`src/design/cbs_pkg.sv`:
```
// Shared constants, types and state encoding for the category blend smoother.
`default_nettype none

package cbs_pkg;

	localparam int MAX_PARAMS     = 16;
	localparam int NUM_CATEGORIES = 9;

	localparam int SLOT_W     = $clog2(MAX_PARAMS);
	localparam int CAT_W      = 4;
	localparam int FIELD_W    = 4;
	localparam int VALUE_W    = 16;
	localparam int COUNT_W    = 5;
	localparam int CAT_DEPTH  = MAX_PARAMS * NUM_CATEGORIES;
	localparam int CAT_ADDR_W = $clog2(CAT_DEPTH);

	localparam logic [FIELD_W-1:0] FIELD_SPEED  = FIELD_W'(NUM_CATEGORIES);
	localparam logic [FIELD_W-1:0] FIELD_LOWER  = FIELD_W'(NUM_CATEGORIES + 1);
	localparam logic [FIELD_W-1:0] FIELD_UPPER  = FIELD_W'(NUM_CATEGORIES + 2);
	localparam logic [FIELD_W-1:0] FIELD_SMOOTH = FIELD_W'(NUM_CATEGORIES + 3);

	localparam logic MODE_TICK  = 1'b0;
	localparam logic MODE_WRITE = 1'b1;

	typedef enum logic [1:0] {
		ST_IDLE,
		ST_RUN,
		ST_DRAIN
	} cbs_state_t;

	typedef struct packed {
		logic              tick_start;
		logic              write_en;
		logic              issue;
		logic [SLOT_W-1:0] slot;
		logic              last;
	} cbs_cmd_t;

	typedef struct packed {
		logic advance;
		logic busy;
	} cbs_sts_t;

endpackage

`default_nettype wire

```
`src/design/cbs_ctrl.sv`:
```
// Controller state machine that sequences the parameter walk of each tick.
`default_nettype none

module cbs_ctrl
	import cbs_pkg::*;
(
	input  wire logic               clk,
	input  wire logic               arst_n,
	input  wire logic               in_valid,
	output logic                    in_ready,
	input  wire logic               mode,
	input  wire logic               cfg_valid,
	output logic                    cfg_ready,
	input  wire logic [COUNT_W-1:0] cfg_data,
	input  wire cbs_sts_t           sts,
	output cbs_cmd_t                cmd
);

	cbs_state_t         state_q, state_d;
	logic [SLOT_W-1:0]  idx_q, idx_d;
	logic [COUNT_W-1:0] active_q;
	logic [COUNT_W-1:0] count;
	logic               in_acc;

	assign cfg_ready = 1'b1;
	assign count     = (active_q > COUNT_W'(MAX_PARAMS)) ? COUNT_W'(MAX_PARAMS) : active_q;
	assign in_acc    = in_valid && in_ready;

	always_ff @(posedge clk or negedge arst_n) begin
		if (!arst_n) begin
			state_q  <= ST_IDLE;
			idx_q    <= '0;
			active_q <= '0;
		end else begin
			state_q <= state_d;
			idx_q   <= idx_d;
			if (cfg_valid && cfg_ready) begin
				active_q <= cfg_data;
			end
		end
	end

	always_comb begin
		state_d        = state_q;
		idx_d          = idx_q;
		in_ready       = 1'b0;
		cmd.tick_start = 1'b0;
		cmd.write_en   = 1'b0;
		cmd.issue      = 1'b0;
		cmd.slot       = idx_q;
		cmd.last       = ((COUNT_W'(idx_q) + COUNT_W'(1)) == count);
		unique case (state_q)
			ST_IDLE: begin
				in_ready       = 1'b1;
				cmd.tick_start = in_acc && (mode == MODE_TICK);
				cmd.write_en   = in_acc && (mode == MODE_WRITE);
				idx_d          = '0;
				if (cmd.tick_start && (count != '0)) begin
					state_d = ST_RUN;
				end
			end
			ST_RUN: begin
				cmd.issue = 1'b1;
				if (sts.advance) begin
					if (cmd.last) begin
						state_d = ST_DRAIN;
					end else begin
						idx_d = idx_q + SLOT_W'(1);
					end
				end
			end
			ST_DRAIN: begin
				if (!sts.busy) begin
					state_d = ST_IDLE;
				end
			end
			default: begin
				state_d = ST_IDLE;
			end
		endcase
	end

endmodule

`default_nettype wire

```
`config.mk`:
```
export PLATFORM = sky130hd
export DESIGN_NAME = cbs_ctrl
export DESIGN_NICKNAME = d
export VERILOG_FILES = /design/src/design/cbs_pkg.sv /design/src/design/cbs_ctrl.sv
export SDC_FILE = /design/constraint.sdc
export NUM_CORES = 1
export LEC_CHECK = 0
export BUFFER_PORTS_ARGS = -buffer_cell sky130_fd_sc_hd__buf_2
export CAP_MARGIN = 20
export CELL_PAD_IN_SITES_DETAIL_PLACEMENT = 0
export CELL_PAD_IN_SITES_GLOBAL_PLACEMENT = 1
export CORE_MARGIN = 5
export CORE_UTILIZATION = 37
export DETAILED_ROUTE_END_ITERATION = 12
export PLACE_DENSITY = 0.74
export SLEW_MARGIN = 20
export SYNTH_ARGS = -nofsm -noshare
export SYNTH_HDL_FRONTEND = slang
export SYNTH_SLANG_ARGS = --single-unit
export TNS_END_PERCENT = 5
```
`constraint.sdc`:
```
create_clock -name clk -period 2.2 [get_ports clk]
set_input_delay 0.44 -clock clk [delete_from_list [all_inputs] [get_ports clk]]
set_output_delay 0.44 -clock clk [all_outputs]
set_load 0.01 [all_outputs]
```
==> impl_metrics.tcl, run 1 <==
set metrics [dict create \
    cts.clk_slew.worst_paths_ps 80 \
    synth_top_area_share_pct 36.1 \
    max_cap_violations 0 \
    synth-xor-area-share_pct 5.42 \
    ios 22 \
    setup.worst_path.class "reg -> out" \
    syn_area_per_cell_sq_um 9.52 \
    cts_buffers 3 \
    multi_input_area_sq_um 448 \
    cp_data_arrival_time_ps 1970 \
    clock_sinks 11 \
    finalWorstSetupSlack_ps -205 \
    viasPerCell 5.07 \
    worstPathMaxFanout 2 \
    antenna_found_initial 0 \
    end_kind "output port" \
    fp-row-count 16 \
    r2r_setup_slack_ps 120 \
    drive_gt1_share_pct 40.4 \
    antenna_cells 0 \
    synth_warnings 0 \
    wl_microns 1820 \
    clock-root-buffer "clkbuf_4" \
    dpl.hpwl_microns 1410 \
    vias 690 \
    route.detailed.drc 0 \
    ys_seq_area_share_pct 36.1 \
    start_util_pct 38.8 \
    grt_usage_pct 12.7 \
    core_sq_mm 0.00196 \
    yosysTopAreaCell "dfrtp_1" \
    area_growth_pct 26.3 \
    syn_nets 93 \
    cpLargestDelayFamily "simple AND/OR/NAND/NOR gates" \
    grt_max_degree 12 \
    synth_fa_ha_area_share_pct 1.64 \
    power.density_mw_per_mm2 915 \
    initialDrtViolationCount 10 \
    fp.dieW_microns 55.4 \
    cts_tree "built" \
    hp-class "in -> async" \
    grt_pass1_wl_microns 3140 \
    path_cells "ha_1, or4b_4, o22ai_4, o21ai_2, nor2_2, buf_2" \
    post-route-period-util_pct 109 \
    violations "setup timing" \
    clk_path_buf_depth 2 \
    dieHeight_microns 55.4 \
    final.fill_count 206 \
    leakagePower_uw 0.000440 \
    whs_ps 25.9 \
    slew_viol_final 0 \
    critPathMaxStageDelay_ps 530 \
    final_cell_area_sq_um 962 \
    worstSkewPairLatency_ps 270 \
    cts_max_level 1 \
    finClkSkew_ps 8.12 \
    synth_area_leaders "dfrtp_1 (36%), mux2_2 (7.4%), nand2_1 (5.9%)" \
    vdd_drop_max_uv 506 \
    synth_top_family_by_area "compound AO/OA/AOI/OAI gates" \
    finalHoldViolations 0 \
    synthSimpleGateAreaFrac_pct 20.9 \
    cp.required_ps 1760 \
    synthCells 80 \
    portBuffers 20 \
    path_buf_inv 1 \
    wl_per_cell_microns 13.4 \
    max_freq_mhz 416 \
    slowest_stage "or4b_4" \
    rsz0062_at_grt "yes" \
    antenna_left 0 \
    finish.utilization_pct 49.0 \
    ys_types 34 \
    setup_viol_count_final 1 \
    seqCellArea_sq_um 275 \
    grt_pass1_vias 666 \
    fin_crit_ps 2410 \
    tns_ps -205 \
    drtPass1Iterations 4 \
    nNetsFinal 123 \
    dieArea_sq_mm 0.00307 \
    status "finished with violations" \
    synth_area_sq_um 762 \
    finalWeightedCongestion 0.752 \
    fin_total_pwr_uw 880 \
    grt.overflow.total 0 \
    synth_compound_area_share_pct 21.7 \
    ys_ff_latch 11 \
    cp-start-kind "flip-flop" \
    synthMuxAreaShare_pct 7.39 \
    post_dp_cell_area_sq_um 906 \
]
cell families after synthesis:
kind of cell             after synthesis
multiplexers                           5
buffers and inverters                  7
adder cells (fa/ha/maj)                1
AO/OA/AOI/OAI                         22
other                                  1
XOR/XNOR                               3
AND/OR/NAND/NOR                       30
flip-flops                            11
final timing paths:
kind                        startpoint  cells past startpoint          end
min in group clk           cfg_data[0]                      2  active_q[0]
min reg2reg                active_q[2]                      1  active_q[2]
max reg2reg                   idx_q[1]                      7     idx_q[0]
max in group asynchronous       arst_n                      1  active_q[4]
min                             arst_n                      1     idx_q[0]
max                           idx_q[1]                      6       cmd[0]
cells in the mapped netlist:
master	n
o21a_2	1
mux2_2	5
nor3b_1	1
o21ai_2	1
a21oi_1	2
xor3_1	1
dfrtp_1	11
inv_1	3
buf_4	2
xnor2_1	2
nor2_1	5
o21ai_1	4
or4b_4	1
nand3_1	1
o211ai_1	4
a211o_1	1
o2111ai_1	1
nor3_2	1
nor4_1	1
o21ai_0	1
nand3b_1	2
a31oi_1	1
o22ai_2	2
nor4b_1	1
o2bb2ai_1	1
and3_1	1
o211a_1	1
nand2b_1	2
a211oi_1	2
conb_1	1
buf_6	2
nand2_1	12
ha_1	1
nor3_1	2
metrics by stage:
step	worst slack (ps)	instances
floorplan	24.5	80
global placement	78.2	129
detailed placement	59.1	129
CTS	-239	135
global route	-272	136
finish	-205	136
power by group:
part | switching (uW) | internal (uW)
clock | 72.9 | 70.1
combinational | 228 | 222
sequential | 47.1 | 241
total | 348 | 532
state kept, by name (all words and copies together), names as in the netlist:
signal / flops
active_q: 5
state_q: 2
idx_q: 4
cell usage in the layout, fill, tap and decap left out, types with 2 or more instances in the layout:
cell / Yosys / final
a21oi_1: 2 / 2
o21ai_1: 4 / 4
nor2_1: 5 / 4
nor3_1: 2 / 2
buf_4: 2 / 9
a211oi_1: 2 / 2
mux2_2: 5 / 5
o211ai_1: 4 / 4
dfrtp_1: 11 / 11
clkbuf_4: 0 / 3
buf_2: 0 / 20
nand3b_1: 2 / 2
nand2b_1: 2 / 2
xnor2_1: 2 / 2
inv_1: 3 / 3
nand2_1: 12 / 12
repair_timing:
| action | 4_1_cts | 5_1_grt |
|---|---|---|
| setup endpoints to repair | 1 | 1 |
| hold buffers | 0 | 0 |
| setup buffers | 2 | 1 |
| resized for setup | 1 | 0 |
| pin swaps | 4 | 1 |
| endpoints found under the hold margin | 0 | 0 |
cell type report:
cell class              count  area share (%)
clock buffers               4            2.73
inverters                   3            1.17
multi-input cells          62            46.6
flip-flops and latches     11            28.6
well taps                  27            3.51
repair buffers             29            17.4
metal layers:
metal,vias to the layer above,GRT usage (%),share of wire (%)
met2,8,19.4,47
met3,2,2.33,2.1
met5,-,0,0
li1,353,-,-
met4,0,6.25,1.3
met1,327,17.1,49
worst reg2reg max path, stage by stage, from the launching register on:
cell,delay (ps)
dfrtp_1,390
ha_1,310
or4b_4,530
o22ai_4,170
o21ai_2,80
buf_4,160
o211ai_1,190
o211ai_1,120
Note: power is estimated with default switching activity, not from simulation.
==> run 2, diff against run 1 <==
==> constraint.sdc (replaced) <==
create_clock -name clk -period 2.72 [get_ports clk]
set_input_delay 0.544 -clock clk [delete_from_list [all_inputs] [get_ports clk]]
set_output_delay 0.544 -clock clk [all_outputs]
set_load 0.01 [all_outputs]
==> impl_metrics.tcl, run 2 (synthesis gave the netlist of run 1 again) <==
set metrics [dict create \
    max_cap_violations 0 \
    max_freq_mhz 385 \
    dieHeight_microns 55.4 \
    core_sq_mm 0.00196 \
    drive_gt1_share_pct 37.3 \
    cts.clk_slew.worst_paths_ps 80 \
    setup.worst_path.class "reg -> out" \
    initialDrtViolationCount 15 \
    clock-root-buffer "clkbuf_4" \
    dpl.cell_count 124 \
    antenna_left 0 \
    post-route-period-util_pct 95.4 \
    wl_per_cell_microns 13.8 \
    ctsHoldBuffers 0 \
    setup_viol_count_final 0 \
    layoutNonFillerInstCount 129 \
    grt.overflow.total 0 \
    reg2reg_from "idx_q[0]" \
    antenna_cells 0 \
    nNetsFinal 116 \
    grt_max_degree 12 \
    area_growth_pct 20.9 \
    viasPerCell 5.37 \
    largestRegisters "active_q x5, idx_q x4, state_q x2" \
    dpl.hpwl_microns 1330 \
    seqCellArea_sq_um 275 \
    grt_usage_pct 12.1 \
    worstSkewPairLatency_ps 270 \
    drtPass1Iterations 4 \
    cp_data_arrival_time_ps 2050 \
    portBuffers 20 \
    end_kind "output port" \
    r2r-end "idx_q[0]" \
    fin_crit_ps 2600 \
    cp.required_ps 2180 \
    final.fill_count 202 \
    finalHoldViolations 0 \
    r2r_setup_slack_ps 700 \
    clk_path_buf_depth 2 \
    slew_viol_final 0 \
    crit_end "cmd[0]" \
    fp.dieW_microns 55.4 \
    leakagePower_uw 0.000407 \
    status "finished, final reports clean" \
    wl_microns 1780 \
    cts_max_level 1 \
    pre_cts_ws_ps 296 \
    final_common_cell "buf_2" \
    multi_input_area_sq_um 458 \
    tns_ps 0 \
    ios 22 \
    largest_reg_flops 5 \
    grt_pass1_vias 635 \
    cts_buffers 3 \
    finalWorstSetupSlack_ps 124 \
    hp-class "in -> async" \
    cp-start-kind "flip-flop" \
    fp-row-count 16 \
    grt_pass1_wl_microns 2950 \
    vias 693 \
    start_util_pct 38.8 \
    whs_ps 126 \
    finish.utilization_pct 46.9 \
    dieArea_sq_mm 0.00307 \
    finClkSkew_ps 3.51 \
    largest-register "active_q" \
    layout_common_cells "buf_2 (20), nand2_1 (12), dfrtp_1 (11)" \
    antenna_found_initial 0 \
    power.density_mw_per_mm2 748 \
    crit_start "idx_q[0]" \
    ff2ff_path_depth 6 \
    rsz0062_at_grt "no" \
    finalWeightedCongestion 0.768 \
    clock_sinks 11 \
    vdd_drop_max_uv 360 \
    route.detailed.drc 0 \
    worstPathMaxFanout 6 \
    cts_tree "built" \
]
## run 2: final cells by class
type | instances | area share (%)
Multi-Input combinational cell | 62 | 49.7
Sequential cell | 11 | 29.9
Timing Repair Buffer | 22 | 12.5
Tap cell | 27 | 3.67
Clock buffer | 3 | 2.45
Inverter | 3 | 1.22
Clock inverter | 1 | 0.543
## run 2: worst max-delay path, cell delays in order, from the launching register on
cell and delay [ps]:
dfrtp_1 410, ha_4 260, or4b_4 550, o22ai_4 180
o21ai_2 140, nor2_1 100, buf_2 130
## run 2: metal layers
metal	global-route usage (%)	part of all wire, %	vias up
li1	-	-	337
met4	7.29	2.5	0
met2	17.1	48	25
met5	0	0	-
met1	16.4	44	327
met3	3.26	5.6	4
## run 2: how the worst min path moves through the flow
| stage | start | end | slack [ps] |
|---|---|---|---|
| 3_5_place_dp | arst_n | active_q[1] | 430 |
| 5_1_grt | arst_n | active_q[2] | 140 |
| 3_3_place_gp | arst_n | active_q[1] | 430 |
| 6_report | arst_n | active_q[1] | 130 |
| 2_1_floorplan | arst_n | active_q[0] | 250 |
| 4_1_cts | arst_n | active_q[1] | 140 |
## run 2: timing repair
item,in CTS,in global routing
pin swaps,0,0
gates resized for setup,0,2
setup buffers,1,0
endpoints found under the setup margin,1,1
## run 2: stage by stage
stage / area, sq um / power, uW
floorplan: 762 / 465
global placement: 866 / 537
detailed placement: 866 / 539
CTS: 901 / 660
global route: 921 / 744
finish: 921 / 689
## run 2: report_power, final
part / switching [uW] / leakage (uW) / internal [uW] / total (uW)
Sequential: 47.8 / 0.000137 / 195 / 242
Combinational: 175 / 0.000252 / 158 / 333
Clock: 58.8 / 0.0000177 / 54.4 / 113
==> run 3, diff against run 2 <==
--- a/config.mk
+++ b/config.mk
@@ -12,7 +12,7 @@
 export CORE_MARGIN = 5
 export CORE_UTILIZATION = 37
 export DETAILED_ROUTE_END_ITERATION = 12
-export PLACE_DENSITY = 0.74
+export PLACE_DENSITY_LB_ADDON = 0.1
 export SLEW_MARGIN = 20
 export SYNTH_ARGS = -nofsm -noshare
 export SYNTH_HDL_FRONTEND = slang
==> constraint.sdc (replaced) <==
create_clock -name clk -period 2.6 [get_ports clk]
set_input_delay 0.52 -clock clk [delete_from_list [all_inputs] [get_ports clk]]
set_output_delay 0.52 -clock clk [all_outputs]
set_load 0.01 [all_outputs]
==> impl_metrics.tcl, run 3 (synthesis gave the netlist of run 1 again) <==
set metrics [dict create \
    grt_pass1_wl_microns 3010 \
    vdd_drop_max_uv 438 \
    grt.overflow.total 0 \
    route.detailed.drc 0 \
    rsz0062_at_grt "yes" \
    cts_max_level 1 \
    max_freq_mhz 393 \
    layoutNonFillerInstCount 131 \
    area_growth_pct 23.8 \
    r2r_setup_slack_ps 530 \
    largest-register "active_q" \
    slowest_stage "or4b_4" \
    cp-start-kind "flip-flop" \
    worstPathMaxFanout 4 \
    drtPass1Iterations 4 \
    hp-class "in -> async" \
    final_common_cell "buf_2" \
    cp_data_arrival_time_ps 2020 \
    antenna_cells 0 \
    cts_tree "built" \
    dpl.hpwl_microns 1360 \
    setup_viol_count_final 0 \
    wl_microns 1800 \
    layout_common_cells "buf_2 (20), nand2_1 (12), dfrtp_1 (11)" \
    cts.clk_slew.worst_paths_ps 80 \
    end_kind "output port" \
    ios 22 \
    fin_crit_ps 2540 \
    vias 670 \
    finalWeightedCongestion 0.759 \
    status "finished, final reports clean" \
    slew_viol_final 0 \
    clock-root-buffer "clkbuf_4" \
    reg2reg_from "idx_q[1]" \
    nNetsFinal 118 \
    viasPerCell 5.11 \
    grt_usage_pct 12.2 \
    critPathMaxStageDelay_ps 520 \
    antenna_left 0 \
    finalHoldViolations 0 \
    seqCellArea_sq_um 275 \
    fp.dieW_microns 55.4 \
    dpl.cell_count 124 \
    multi_input_area_sq_um 465 \
    cts_buffers 3 \
    grt_pass1_vias 662 \
    start_util_pct 38.8 \
    dieHeight_microns 55.4 \
    antenna_found_initial 0 \
    dieArea_sq_mm 0.00307 \
    final.fill_count 211 \
    r2r-end "idx_q[0]" \
    path_cells "ha_4, or4b_4, o22ai_4, o21ai_4, nor2_1, buf_2" \
    drive_gt1_share_pct 38.5 \
    grt_max_degree 12 \
    clock_sinks 11 \
    worstSkewPairLatency_ps 270 \
    core_sq_mm 0.00196 \
    setup.worst_path.class "reg -> out" \
    largestRegisters "active_q x5, idx_q x4, state_q x2" \
    post-route-period-util_pct 97.8 \
    power.density_mw_per_mm2 789 \
    wl_per_cell_microns 13.8 \
    largest_reg_flops 5 \
    cp.required_ps 2080 \
    portBuffers 20 \
    ff2ff_path_depth 7 \
    leakagePower_uw 0.000416 \
    fp-row-count 16 \
    finClkSkew_ps 4.19 \
    max_cap_violations 0 \
    fin_total_pwr_uw 744 \
    initialDrtViolationCount 15 \
    clk_path_buf_depth 2 \
]
[run 3: report_power, final]
group,internal (uW),switching [uW]
logic,182,188
registers,204,50.0
clock network,56.9,63.4
total,443,301
[run 3: critical path: cells and delay by family (launching register included)]
family	cells	cell delay [ps]
fa+ha+maj	1	260
flops	1	420
simple gates	2	630
buf+inv	1	140
compound gates	2	300
[run 3: layer usage]
layer	wire length [microns]	vias to the layer above	global-route usage (%)
met5	0	-	0
met4	11	0	5.21
met2	797	18	18.1
met1	874	311	17.0
li1	-	339	-
met3	118	2	2.80
[run 3: cell type report]
| cell class | count | area share, % |
|---|---|---|
| clock buffer | 3 | 2.39 |
| sequential | 11 | 29.2 |
| timing repair buffer | 24 | 13.8 |
| tap | 27 | 3.58 |
| inverter | 3 | 1.19 |
| multi-input combinational | 62 | 49.3 |
| clock inverter | 1 | 0.531 |
[run 3: how the worst max path moves through the flow]
stage / startpoint / endpoint / cells after the start
3_3_place_gp: idx_q[1] / cmd[0] / 6
4_1_cts: idx_q[0] / cmd[0] / 6
6_report: idx_q[1] / cmd[0] / 6
3_5_place_dp: idx_q[1] / cmd[0] / 6
2_1_floorplan: idx_q[1] / cmd[0] / 5
5_1_grt: idx_q[1] / cmd[0] / 6
[run 3: what timing repair did]
item,4_1_cts,5_1_grt
buffers inserted,1,2
resized for setup,1,2
gates cloned,0,0
pin swaps,0,5
hold buffers,0,0
endpoints found under the setup margin,1,1
[run 3: per-stage QoR]
stage               setup WS (ps)  setup TNS, ps  hold slack (ps)  cell area, sq um  utilization [%]
finish                       56.8              0              107               943             48.1
global route                -12.8          -12.8              122               943             48.1
CTS                          24.9              0              108               913             46.6
detailed placement            207              0              409               866             44.1
global placement              259              0              410               866             44.1
floorplan                     306              0              224               762                -
